## config.mk

```make
export PLATFORM = sky130hd
export DESIGN_NAME = qrs_div
export DESIGN_NICKNAME = d
export VERILOG_FILES = /design/src/rtl/core/assert_macros.svh /design/src/rtl/core/qrs_pkg.sv /design/src/rtl/core/qrs_div.sv
export SDC_FILE = /design/constraint.sdc
export NUM_CORES = 2
export LEC_CHECK = 0
export BUFFER_PORTS_ARGS = -buffer_cell sky130_fd_sc_hd__buf_2
export CORE_MARGIN = 3
export CORE_UTILIZATION = 41
export DETAILED_ROUTE_END_ITERATION = 12
export PLACE_DENSITY = 0.55
export SYNTH_ARGS = -nofsm -noshare
export SYNTH_HDL_FRONTEND = slang
export SYNTH_SLANG_ARGS = --single-unit
```

## constraint.sdc

```tcl
create_clock -name clk_i -period 8.3 [get_ports clk_i]
set_input_delay 0.415 -clock clk_i [delete_from_list [all_inputs] [get_ports clk_i]]
set_output_delay 0.415 -clock clk_i [all_outputs]
set_load 0.02 [all_outputs]
```

## src/rtl/core/assert_macros.svh

```systemverilog
// Assertion macros used by the top level RTL file of the quadratic root solver.
`ifndef ASSERT_MACROS_SVH
`define ASSERT_MACROS_SVH
`ifndef SYNTHESIS
`define QRS_ASSERT_CLK(lbl, clk, rst_n, prop, msg) \
  lbl: assert property (@(posedge clk) disable iff (!rst_n) prop) else $error(msg);
`define QRS_ASSERT(lbl, prop, msg) `QRS_ASSERT_CLK(lbl, clk_i, rst_ni, prop, msg)
`else
`define QRS_ASSERT_CLK(lbl, clk, rst_n, prop, msg)
`define QRS_ASSERT(lbl, prop, msg)
`endif
`endif

```

## src/rtl/core/qrs_pkg.sv

```systemverilog
// Shared constants and types of the quadratic root solver.
package qrs_pkg;

  localparam int COEF_WIDTH_DEF   = 16;
  localparam int RESULT_WIDTH_DEF = 32;
  localparam int FRAC_BITS        = 16;

  typedef enum logic [1:0] {
    KIND_LINEAR   = 2'd0,
    KIND_DISTINCT = 2'd1,
    KIND_REPEATED = 2'd2,
    KIND_COMPLEX  = 2'd3
  } kind_e;

endpackage

```

## src/rtl/core/qrs_div.sv

```systemverilog
// Pipelined restoring unsigned divider, one quotient bit per stage.
module qrs_div import qrs_pkg::*; #(
  parameter int NUM_W  = COEF_WIDTH_DEF + FRAC_BITS + 4,
  parameter int DEN_W  = COEF_WIDTH_DEF + 2,
  parameter int SIDE_W = 1
) (
  input  logic              clk_i,
  input  logic              rst_ni,
  input  logic              en_i,
  input  logic              valid_i,
  input  logic [NUM_W-1:0]  num_i,
  input  logic [DEN_W-1:0]  den_i,
  input  logic [SIDE_W-1:0] side_i,
  output logic              valid_o,
  output logic [NUM_W-1:0]  quot_o,
  output logic [SIDE_W-1:0] side_o
);

  logic [NUM_W-1:0]  n_q    [NUM_W];
  logic [DEN_W-1:0]  d_q    [NUM_W];
  logic [DEN_W-1:0]  r_q    [NUM_W];
  logic [NUM_W-1:0]  q_q    [NUM_W];
  logic [SIDE_W-1:0] side_q [NUM_W];
  logic              v_q    [NUM_W];

  for (genvar k = 0; k < NUM_W; k++) begin : g_stage
    logic [NUM_W-1:0]  n_in;
    logic [DEN_W-1:0]  d_in;
    logic [DEN_W-1:0]  r_in;
    logic [NUM_W-1:0]  q_in;
    logic [SIDE_W-1:0] s_in;
    logic              v_in;
    logic [DEN_W:0]    rr;
    logic [DEN_W:0]    diff;

    if (k == 0) begin : g_first
      assign n_in = num_i;
      assign d_in = den_i;
      assign r_in = '0;
      assign q_in = '0;
      assign s_in = side_i;
      assign v_in = valid_i;
    end else begin : g_next
      assign n_in = n_q[k-1];
      assign d_in = d_q[k-1];
      assign r_in = r_q[k-1];
      assign q_in = q_q[k-1];
      assign s_in = side_q[k-1];
      assign v_in = v_q[k-1];
    end

    assign rr   = {r_in, n_in[NUM_W-1]};
    assign diff = rr - {1'b0, d_in};

    always_ff @(posedge clk_i or negedge rst_ni) begin
      if (!rst_ni) begin
        v_q[k] <= 1'b0;
      end else if (en_i) begin
        v_q[k] <= v_in;
      end
    end

    always_ff @(posedge clk_i) begin
      if (en_i) begin
        n_q[k]    <= n_in << 1;
        d_q[k]    <= d_in;
        side_q[k] <= s_in;
        if (rr >= {1'b0, d_in}) begin
          r_q[k] <= diff[DEN_W-1:0];
          q_q[k] <= {q_in[NUM_W-2:0], 1'b1};
        end else begin
          r_q[k] <= rr[DEN_W-1:0];
          q_q[k] <= {q_in[NUM_W-2:0], 1'b0};
        end
      end
    end
  end

  assign valid_o = v_q[NUM_W-1];
  assign quot_o  = q_q[NUM_W-1];
  assign side_o  = side_q[NUM_W-1];

endmodule

```

# --- Word-level counts from Yosys, hierarchy flattened ---
# Memory sizes are Yosys's and may differ from the RTL's.
# Cells that the tools add are included.
classes:
  muxes: 290
  order_cmp: 36
  n_addsub: 36
  n_bitwise: 72
ops:
  columns: ["operator", "n"]
  rows:
  - ["$mux W36", 36]
  - ["$ge A19 B18 Y1", 35]
  - ["$mux W18", 36]
  - ["$sub A18 B18 Y18", 35]
  - ["$mux W1", 218]
  - ["$or A1 B1 Y1", 72]
  - ["$ge A1 B18 Y1", 1]
  - ["$sub A1 B18 Y18", 1]
word_totals:
  output_inout_bits: 38
  word_cells: 475
  reg_bits: 36
  mem_count: 5
  inputBits: 59
  ram_bits: 3888
mem_list:
  columns: ["name", "words", "word_bits", "rd", "rd_clocked_by_memory_dff", "write_ports", "line_no", "rtl"]
  rows:
  - ["q_q", 36, 36, 36, 0, 36, "qrs_div.sv:22", "logic [NUM_W-1:0] q_q [NUM_W];"]
  - ["n_q", 36, 35, 35, 0, 36, "qrs_div.sv:19", "logic [NUM_W-1:0] n_q [NUM_W];"]
  - ["d_q", 36, 18, 35, 0, 36, "qrs_div.sv:20", "logic [DEN_W-1:0] d_q [NUM_W];"]
  - ["r_q", 36, 18, 35, 0, 36, "qrs_div.sv:21", "logic [DEN_W-1:0] r_q [NUM_W];"]
  - ["side_q", 36, 1, 36, 0, 36, "qrs_div.sv:23", "logic [SIDE_W-1:0] side_q [NUM_W];"]

# --- Longest topological paths before layout ---
# An unclocked memory read counts as a cell.
depth:
  word_depth: 6
  ltp_mapped: 13
  depth_no_buf: 12

# --- Least setup slack after synthesis ---
# Ideal clock, no wire load.
synth_timing:
  path_kind: "in2reg"
  startpoint: "input en_i"
  endpoint: "memory q_q[8][10] (netlist name), enable pin"
  path_stages: 5
  setup_slack_ns: 4.968
  t_required_ns: 7.875
  arrival_ns: 2.908
  cell_sequence: "clkbuf_1 > clkbuf_1 > buf_1 > clkbuf_1 > clkbuf_1"
synth_lines:
  columns: ["item", "line_no", "rtl"]
  rows:
  - ["start: declaration", "qrs_div.sv:9", "input logic en_i,"]
  - ["end: declaration", "qrs_div.sv:22", null]

==> flow_summary_export.csv <==
group,metric,value,unit
cts,cts_max_level,5,
cts,cts_sinks,2628,
setup_path,r2r_start,"r_q[6][0]",
setup_path,rrSetupSlack,4.64,ns
cts,post_cts_buffers,0,
setup_path,cp.required,8.90,ns
run_status,status,"finished clean",
floorplanning,start_util,41.2,%
timing,finalCriticalPeriod,3.66,ns
power,irDropWorstVdd,159,uV
route,avgViaCountPerCell,5.10,
timing,tightestPinTransition,1.24,ns
route,drt-pass1-iter-count,5,
setup_path,critPathLaunchType,"flop",
hold_path,worstHoldPathType,"input pin to asynchronous set/reset pin",
route,drcViolationCount,0,
finish,layout_commonest_cell,"edfxtp_1",
synthesis,netlist-cell-type-count,95,
cts,root_buffer,"clkbuf_16",
timing,hold_viol_final,0,
placement,gp_congestion,0.881,
route,wire_per_inst,18.2,um
timing,max_slew_margin,17.3,%
timing,fin_worst_skew,0.0279,ns
synthesis,syn_inst,8271,
floorplanning,die_area,0.293,mm^2
power,power_density,357,mW/mm^2
synthesis,synth_area_per_cell,14.2,um^2
power,power.switching,14.8,mW
route,antenna_left,0,
synthesis,synth-edff-count,2591,
finish,drive_gt1_share,11.9,%
placement,io_buffers,96,
synthesis,synthFlopType,"edfxtp_1",
power,pwr-share-clk,27.9,%
placement,dp.cells,12000,
synthesis,ys_async_sr_fraction,1.37,%
timing,grt_setup_unrepaired,"false",
grt,antenna_found_initial,4,
grt,grtUsageTotal,15.5,%
route,drt_iter0_markers,4843,
synthesis,ys_warn_count,0,
setup_path,cp-end-kind,"flop",
grt,grt_max_degree,191,
power,sw_frac_of_total,31.1,%
synthesis,synth_top_area_share,66.2,%
synthesis,netlist_top_cells_area,"edfxtp_1 66%, ha_1 6.7%, mux2_2 3.7%, inv_1 2.5%, a21oi_1 2.2%",
cts,cts_tree,"done",
timing,period_share,44.1,%
floorplanning,core_area,0.285,mm^2
floorplanning,io_pins,97,
power,p_seq_share,40.6,%
placement,dp_hpwl,160000,um
route,wirelength,230000,um
timing,drv_slew,0,
finish,nFillCells,24900,
timing,finalSetupViolations,0,
finish,final_cell_mix,"2591 x edfxtp_1, 796 x inv_1, 632 x ha_1",
power,p_int,32.8,mW
power,power.leakage,51.0,nW
power,pwr-share-comb,31.5,%
floorplanning,die_w,542,um
synthesis,syn-cell-area,0.118,mm^2
finish,instances_no_fill,12600,
timing,tns,0,ns
cts,clk_latency,0.88,ns
route,vias,64400,
power,power,47.6,mW
cts,cts_inserted_buffers,302,
synthesis,syn-num-nets,8996,
grt,grt_pass1_vias,64600,
setup_path,crit_fanout,30,
synthesis,ys_ff_latch,2628,
synthesis,seq_area_frac_synth,66.9,%
cts,cts_hold_buf,58,
floorplanning,chipHeight,542,um
finish,syn_to_final_growth,13.2,%
setup_path,r2r_cells,9,
cts,path_clk_slew,0.06,ns
grt,grt_pass1_wl,364000,um
finish,final_util,46.7,%
finish,final_net_count,9348,
timing,timing.fmax,273,MHz
grt,gr-total-overflow,0,
floorplanning,rows,196,
cts,clk_path_buf_depth,4,
run,max_cap_violations,0,
setup_path,r2r_end,"r_q[7][14]",
synthesis,post-synth-top-area-cell,"edfxtp_1",
cts,cts_resized,0,
setup_path,worstPathArrival,4.26,ns
setup_path,critPathKind,"flop to flop",
cell families after synthesis:
kind of cell	Yosys count	share of synthesized area, %
xor+xnor	496	3.69
flops	2628	66.9
simple gates	1457	5.96
fa+ha+maj	666	7.30
buf+inv	950	3.09
mux	427	4.06
compound gates	1647	8.96
synthesized netlist by cell type (45+ instances only):
library cell  number
nor2_1           417
ha_1             632
mux2_2           386
nand3_1           97
xor2_1           210
a211oi_1          53
a21o_1           257
xnor2_1          286
and3_1            49
nand4_1           87
a21oi_1          518
o21bai_1          45
inv_1            796
a31oi_1           45
nor3_1            74
clkbuf_1         107
edfxtp_1        2591
o21ai_0          349
nand2_1          391
nor2b_1           76
nand2b_1          59
worst max-delay path, cell delays in order, from the launching register on:
cell	delay [ns]
edfxtp_1	0.44
ha_1	0.34
nor2b_1	0.15
o211ai_1	0.16
a21boi_0	0.16
o41a_1	0.43
a21oi_1	0.39
o21a_1	0.80
inv_1	0.20
mux2_2	0.33
area by class of cell:
type                    count  area [um^2]  share of cell area, %
multi-input cells        4693        35300                   26.5
flip-flops and latches   2628        78700                   59.1
inverters                 797         2990                   2.25
clock inverters           166         1890                   1.42
repair buffers            201         1550                   1.17
clock buffers             372         8010                   6.01
well taps                3762         4710                   3.53
diodes                      2         5.00                0.00376
power groups by stage:
| stage | sequential (mW) | combinational [mW] | clock, mW |
|---|---|---|---|
| 5_1_grt | 19.6 | 16.8 | 14.3 |
| 2_1_floorplan | 18.8 | 11.8 | 0 |
| 3_5_place_dp | 19.6 | 14.9 | 0 |
| 4_1_cts | 19.4 | 15.0 | 13.8 |
| 3_3_place_gp | 19.7 | 14.6 | 0 |
| 6_report | 19.3 | 15.0 | 13.3 |
worst max path at each step:
stage	startpoint	to
2_1_floorplan	en_i	q_q[8][10]
3_3_place_gp	en_i	r_q[9][1]
3_5_place_dp	en_i	r_q[9][1]
4_1_cts	r_q[9][0]	r_q[10][9]
5_1_grt	r_q[6][0]	r_q[7][14]
6_report	r_q[6][0]	r_q[7][14]
through the flow:
step	hold slack, ns	setup slack [ns]	instance area [um^2]
3_5_place_dp	0.405	4.35	123000
3_3_place_gp	0.400	4.43	123000
5_1_grt	0.182	4.33	133000
4_1_cts	0.118	4.64	133000
2_1_floorplan	0.119	4.97	118000
6_report	0.180	4.64	133000
routing by layer:
metal  track usage, %  vias to the layer above  routed length [um]
met1             20.8                    31100              104000
met4             4.81                        0                6830
li1                 -                    31600                   -
met2             25.8                     1253              111000
met3             2.23                      430                9130
met5                0                        -                   0
flip-flops by register name, indices dropped and copies added, names as in the netlist:
signal / flops
valid_o: 1
r_q: 630
g_stage.v_in: 35
side_q: 36
q_q: 666
d_q: 630
n_q: 630
Note: power is estimated with default switching activity, not from simulation.
