--- src/rtl/core/assert_macros.svh ---
// Assertion macros used by the top level RTL file of the quadratic root solver.
`ifndef ASSERT_MACROS_SVH
`define ASSERT_MACROS_SVH
`ifndef SYNTHESIS
`define QRS_ASSERT_CLK(lbl, clk, rst_n, prop, msg) \
  lbl: assert property (@(posedge clk) disable iff (!rst_n) prop) else $error(msg);
`define QRS_ASSERT(lbl, prop, msg) `QRS_ASSERT_CLK(lbl, clk_i, rst_ni, prop, msg)
`else
`define QRS_ASSERT_CLK(lbl, clk, rst_n, prop, msg)
`define QRS_ASSERT(lbl, prop, msg)
`endif
`endif

--- src/rtl/core/qrs_pkg.sv ---
// Shared constants and types of the quadratic root solver.
package qrs_pkg;

  localparam int COEF_WIDTH_DEF   = 16;
  localparam int RESULT_WIDTH_DEF = 32;
  localparam int FRAC_BITS        = 16;

  typedef enum logic [1:0] {
    KIND_LINEAR   = 2'd0,
    KIND_DISTINCT = 2'd1,
    KIND_REPEATED = 2'd2,
    KIND_COMPLEX  = 2'd3
  } kind_e;

endpackage

--- src/rtl/core/qrs_sqrt.sv ---
// Pipelined restoring square root, one result bit per stage.
module qrs_sqrt import qrs_pkg::*; #(
  parameter int MAG_W  = 2 * COEF_WIDTH_DEF + 2,
  parameter int SIDE_W = 1
) (
  input  logic                                   clk_i,
  input  logic                                   rst_ni,
  input  logic                                   en_i,
  input  logic                                   valid_i,
  input  logic [MAG_W-1:0]                       mag_i,
  input  logic [SIDE_W-1:0]                      side_i,
  output logic                                   valid_o,
  output logic [(MAG_W+2*FRAC_BITS)/2-1:0]       root_o,
  output logic [SIDE_W-1:0]                      side_o
);

  localparam int XW   = MAG_W + 2 * FRAC_BITS;
  localparam int SQ_W = XW / 2;
  localparam int RW   = SQ_W + 3;

  logic [XW-1:0]     x_q    [SQ_W];
  logic [RW-1:0]     r_q    [SQ_W];
  logic [SQ_W-1:0]   q_q    [SQ_W];
  logic [SIDE_W-1:0] side_q [SQ_W];
  logic              v_q    [SQ_W];

  for (genvar k = 0; k < SQ_W; k++) begin : g_stage
    logic [XW-1:0]     x_in;
    logic [RW-1:0]     r_in;
    logic [RW-1:0]     r_sh;
    logic [RW-1:0]     t;
    logic [SQ_W-1:0]   q_in;
    logic [SIDE_W-1:0] s_in;
    logic              v_in;

    if (k == 0) begin : g_first
      assign x_in = {mag_i, {(2 * FRAC_BITS){1'b0}}};
      assign r_in = '0;
      assign q_in = '0;
      assign s_in = side_i;
      assign v_in = valid_i;
    end else begin : g_next
      assign x_in = x_q[k-1];
      assign r_in = r_q[k-1];
      assign q_in = q_q[k-1];
      assign s_in = side_q[k-1];
      assign v_in = v_q[k-1];
    end

    assign r_sh = {r_in[RW-3:0], x_in[XW-1 -: 2]};
    assign t    = {1'b0, q_in, 2'b01};

    always_ff @(posedge clk_i or negedge rst_ni) begin
      if (!rst_ni) begin
        v_q[k] <= 1'b0;
      end else if (en_i) begin
        v_q[k] <= v_in;
      end
    end

    always_ff @(posedge clk_i) begin
      if (en_i) begin
        x_q[k]    <= x_in << 2;
        side_q[k] <= s_in;
        if (r_sh >= t) begin
          r_q[k] <= r_sh - t;
          q_q[k] <= {q_in[SQ_W-2:0], 1'b1};
        end else begin
          r_q[k] <= r_sh;
          q_q[k] <= {q_in[SQ_W-2:0], 1'b0};
        end
      end
    end
  end

  assign valid_o = v_q[SQ_W-1];
  assign root_o  = q_q[SQ_W-1];
  assign side_o  = side_q[SQ_W-1];

endmodule

--- config.mk ---
export PLATFORM = sky130hd
export DESIGN_NAME = qrs_sqrt
export DESIGN_NICKNAME = d
export VERILOG_FILES = /design/src/rtl/core/assert_macros.svh /design/src/rtl/core/qrs_pkg.sv /design/src/rtl/core/qrs_sqrt.sv
export SDC_FILE = /design/constraint.sdc
export NUM_CORES = 2
export LEC_CHECK = 0
export BUFFER_PORTS_ARGS = -buffer_cell sky130_fd_sc_hd__buf_2
export CORE_ASPECT_RATIO = 2
export CORE_MARGIN = 2
export CORE_UTILIZATION = 58
export DETAILED_ROUTE_END_ITERATION = 16
export GPL_ROUTABILITY_DRIVEN = 0
export GPL_TIMING_DRIVEN = 1
export HOLD_SLACK_MARGIN = 0.03
export PLACE_DENSITY_LB_ADDON = 0.05
export SETUP_SLACK_MARGIN = 0.3
export SLEW_MARGIN = 30
export SYNTH_ARGS = -nofsm -noshare
export SYNTH_HDL_FRONTEND = slang
export SYNTH_MEMORY_MAX_BITS = 65536
export SYNTH_SLANG_ARGS = --single-unit
--- constraint.sdc ---
create_clock -name clk_i -period 4 [get_ports clk_i]
set_input_delay 0.2 -clock clk_i [delete_from_list [all_inputs] [get_ports clk_i]]
set_output_delay 0.2 -clock clk_i [all_outputs]
set_load 0.03 [all_outputs]
# == After elaboration in Yosys (flattened, before gate mapping) ==
# Memory sizes are Yosys's and may differ from the RTL's.
# Cells that the tools add are included.
# totals
ff_bits,33
mem_bits_rw,4422
inputBits,39
output_inout_bits,35
wordCells,435
mem_count,4
# op_classes
n_addsub,33
magnitude_cmp,33
muxes,266
n_bitwise,66
# memory_table
name,words,word_bits,rd,rd_ports_with_merged_regs,write_ports,line,text
x_q,33,64,32,0,33,qrs_sqrt.sv:21,logic [XW-1:0] x_q [SQ_W];
r_q,33,36,32,0,33,qrs_sqrt.sv:22,logic [RW-1:0] r_q [SQ_W];
q_q,33,33,33,0,33,qrs_sqrt.sv:23,logic [SQ_W-1:0] q_q [SQ_W];
side_q,33,1,33,0,33,qrs_sqrt.sv:24,logic [SIDE_W-1:0] side_q [SQ_W];
# op_table
operator,count
36-bit two-way mux,33
36-bit by 35-bit >= comparator with 1-bit output,32
36-bit by 35-bit subtractor with 36-bit output,32
33-bit two-way mux,33
1-bit two-way mux,200
1-bit bitwise OR,66
"2-bit by 1-bit subtractor with 3-bit output, second input constant",1
"2-bit by 1-bit >= comparator with 1-bit output, second input constant",1

# == Longest topological paths before layout ==
# An unclocked memory read counts as a cell.
# depth
word_depth,6
mapped_depth,16
mapped_depth_nobuf,15

# == Least setup slack after synthesis ==
# No wires, ideal clock.
# synth_timing
path_type,register -> register
start,mem r_q[17][0] in the netlist's numbering
end,mem r_q[18][28] in the netlist's numbering (data pin)
setup_ps,258
arrival_ps,3533
required_time_ps,3742
path_slack_ps,210
path_stages_with_launch,12
path_buffers,0
period_less_slack_ps,3790
path_cell_list,edfxtp_1 -> ha_1 -> fa_1 -> a211o_1 -> a2111o_1 -> a31oi_1 -> o31ai_1 -> a311oi_1 -> nor3_1 -> nor3_1 -> nand4b_1 -> xnor2_1
# synth_rtl
item,line
"start, declared",qrs_sqrt.sv:22

==> results_dict.tcl <==
set metrics [dict create \
    wl_met2_mm 137 \
    arrival_ns 4.31 \
    vias_per_cell 5.90 \
    overflow 0 \
    power_switching_share 0.306 \
    rsz0062_at_grt "true" \
    critPathMaxStageDelay_ns 0.55 \
    finalInstanceArea_um2 111000 \
    grt_max_degree 178 \
    ant_nets 0 \
    multiInputGateArea_um2 39300 \
    drtPass1Iterations 6 \
    power_density_nw_per_um2 548 \
    grt_pass1_wl_mm 362 \
    layout-drive-gt1-share 0.102 \
    synth_warnings 0 \
    relSlewSlack 0.370 \
    vias 66105 \
    critPathKind "register to register" \
    required_ns 4.57 \
    async_flop_share 0.0172 \
    cp-end-kind "register" \
    syn2layout_area_growth_pct 12.2 \
    min_path_type "input pin to register" \
    clock_sink_count 1921 \
    share_comb_of_total_power 0.246 \
    antenna_found_initial 4 \
    min_period_ns 3.74 \
    io_pins 74 \
    r2r_cells 11 \
    clk_pin_slew_worst_paths_ns 0.06 \
    synthFlopType "edfxtp_1" \
    cts_tree "done" \
    die_h_um 589 \
    clock_path_buffers 4 \
    cp-endpoint "r_q[7][30]" \
    place_inst 10767 \
    dr.max_layer_used "met4" \
    cp-startpoint "r_q[6][8]" \
    p_int_mw 42.3 \
    stdcell_count 11205 \
    setup_slack_ns 0.258 \
    maxCapViolations 0 \
    timing.final.crit_share 0.936 \
    drt_iter0_drc 3699 \
    io_buffers 73 \
    r2r-end "r_q[7][30]" \
    syn_area_um2 99100 \
    cts.htree.levels 4 \
    post_dp_cell_area_um2 103000 \
    p_leak_nw 43.3 \
    min_from "mag_i[16]" \
    critPathLaunchType "register" \
    path_cells "nor4_4, nand2_2, or4_4, or4b_4, or3_4, nor4_4, buf_4, nor3_4, nand2_4, nor3_2, xor2_1" \
    regArea_um2 57500 \
    hold_viol 0 \
    yosysSeqAreaShare 0.580 \
    grt_use_total 0.272 \
    nets 9421 \
    core_um2 170000 \
    fillers 12959 \
    syn_inst 8463 \
    cpMostUsedCell "nor4_4" \
    die_area_um2 174000 \
    wl_per_cell_um 21.3 \
    outcome "finished, final reports clean" \
    timing.rr.start "r_q[6][8]" \
    dpl.hpwl_mm 178 \
    post_synth.cell_area_avg_um2 11.7 \
    drv_slew 0 \
    final.setup_skew_ns 0.0494 \
    rows 214 \
    finalSetupViolCount 0 \
    fmax_mhz 267 \
    worst_pin_slew_ns 0.946 \
    cp_slowest_cell "or4b_4" \
    drc 0 \
    clockRootBuffer "clkbuf_16" \
    grt_pass1_vias 67408 \
    cts_made_buffers 179 \
    post_synth_num_cell_types 97 \
    drt-total-wl_mm 239 \
    pwr-share-clk 0.287 \
    insertion_delay_ns 0.86 \
    whs_ns 0.0736 \
    die_w_um 296 \
    wl_met3_mm 7.35 \
    r2r_slack_ns 0.26 \
    peakVddDrop_mv 0.566 \
    synth-seq-cells 1921 \
    fin_util 0.655 \
    cp_max_fo 6 \
    syn-num-nets 9083 \
    synth-edff-count 1887 \
    switching_power_mw 18.6 \
    start_util 0.584 \
    p_seq_frac 0.468 \
    dpl_worst_slack_ns -0.103 \
    wl_met1_mm 72.3 \
]
==> per-layer routing <==
metal  vias up  global-route usage
li1      31533                   -
met1     32122               0.229
met2      1553               0.549
met3       897              0.0320
met4         0               0.211
met5         -                   0
==> logic make-up (layout without fill, tap and decap cells) <==
kind of cell    after synthesis  in the layout  synth area share
compound gates             1801           1801             0.111
xor+xnor                    817            817            0.0722
mux                          83             83           0.00932
fa+ha+maj                   581            581            0.0745
simple gates               2356           2357             0.118
flops                      1921           1921             0.580
other cells                   0              3                 0
buf+inv                     904           1374            0.0347
==> worst min path at each step <==
| stage | endpoint | slack, ns | depth (start not counted) |
|---|---|---|---|
| global placement | valid_o | 0.28 | 1 |
| global route | x_q[0][55] | 0.06 | 2 |
| floorplan | g_stage[10].v_in | -0.1 | 0 |
| detailed placement | valid_o | 0.29 | 1 |
| CTS | x_q[0][60] | 0.03 | 2 |
| finish | x_q[0][48] | 0.07 | 2 |
==> Yosys cell counts, types with 54 or more instances <==
cell type | number | area [um2]
a21oi_1 | 481 | 2410
inv_1 | 702 | 2640
and2_1 | 66 | 413
nor4_1 | 112 | 701
nor2_1 | 467 | 1750
nand2b_1 | 116 | 726
a211oi_1 | 54 | 405
o21a_1 | 88 | 661
edfxtp_1 | 1887 | 56700
o21ai_0 | 595 | 2980
mux2_2 | 74 | 833
xor2_1 | 447 | 3920
xnor2_1 | 370 | 3240
ha_1 | 566 | 7080
o31ai_1 | 57 | 428
nor3_1 | 231 | 1160
nand4_1 | 60 | 375
nand2_1 | 738 | 2770
nor2b_1 | 70 | 438
nand3_1 | 139 | 696
a21o_1 | 219 | 1640
or3_1 | 94 | 588
clkbuf_1 | 176 | 661
==> per-stage QoR <==
step | setup TNS, ns | power, mW
floorplan | 0 | 38.1
global placement | 0 | 42.6
detailed placement | -0.478 | 42.9
CTS | 0 | 60.7
global route | 0 | 63.7
finish | 0 | 60.9
==> sequential cells by signal, indices dropped and copies added (netlist names) <==
name          cells
g_stage.v_in     32
r_q            1022
q_q             561
valid_o           1
side_q           33
x_q             272
==> what timing repair did <==
item                       in CTS  in global routing
hold endpoints to repair      211                  0
gates cloned                    3                  1
setup buffers                  21                 43
pin swaps                      15                 56
gates resized for setup        73                180
setup endpoints to repair     322                522
hold buffers                   53                  0
==> critical path: cells and delay by family, from the launching register on <==
| family | cells | cell delay [ns] |
|---|---|---|
| simple gates | 9 | 2.63 |
| buf+inv | 1 | 0.19 |
| xor+xnor | 1 | 0.16 |
| flops | 1 | 0.49 |
==> area by class of cell <==
type | instances | share of cell area
Sequential cell | 1921 | 0.517
Multi-Input combinational cell | 5639 | 0.354
Clock inverter | 105 | 0.0108
Clock buffer | 209 | 0.0421
Timing Repair Buffer | 355 | 0.0267
Antenna cell | 3 | 0.0000675
Tap cell | 2268 | 0.0255
Inverter | 705 | 0.0238
==> power groups by stage <==
| stage | registers [mW] | logic [mW] | clock network (mW) |
|---|---|---|---|
| 5_1_grt | 28.7 | 16.5 | 18.5 |
| 3_5_place_dp | 28.8 | 14.1 | 0 |
| 4_1_cts | 28.4 | 14.5 | 17.8 |
| 6_report | 28.5 | 15.0 | 17.5 |
| 2_1_floorplan | 27.6 | 10.5 | 0 |
| 3_3_place_gp | 28.8 | 13.8 | 0 |
==> cells in the final DEF (no fill, tap or decap), types with 47 or more instances in the layout <==
cell type      count
o31ai_1           48
mux2_2            74
buf_2             72
or3_1             94
o21ai_0          561
o21bai_1          50
and3_1            52
nand3_1          133
and2_1            65
a21oi_1          463
xor2_1           445
buf_4            200
nand2_1          735
or4_1             47
nor4_1            97
nor3_1           219
nor2_1           462
nor2b_1           69
o21a_1            88
nand4_1           60
edfxtp_1        1887
inv_1            701
clkbuf_16        183
ha_1             558
dlygate4sd3_1     52
nand2b_1         115
a21o_1           218
xnor2_1          368
(Power assumes the default switching activity.)
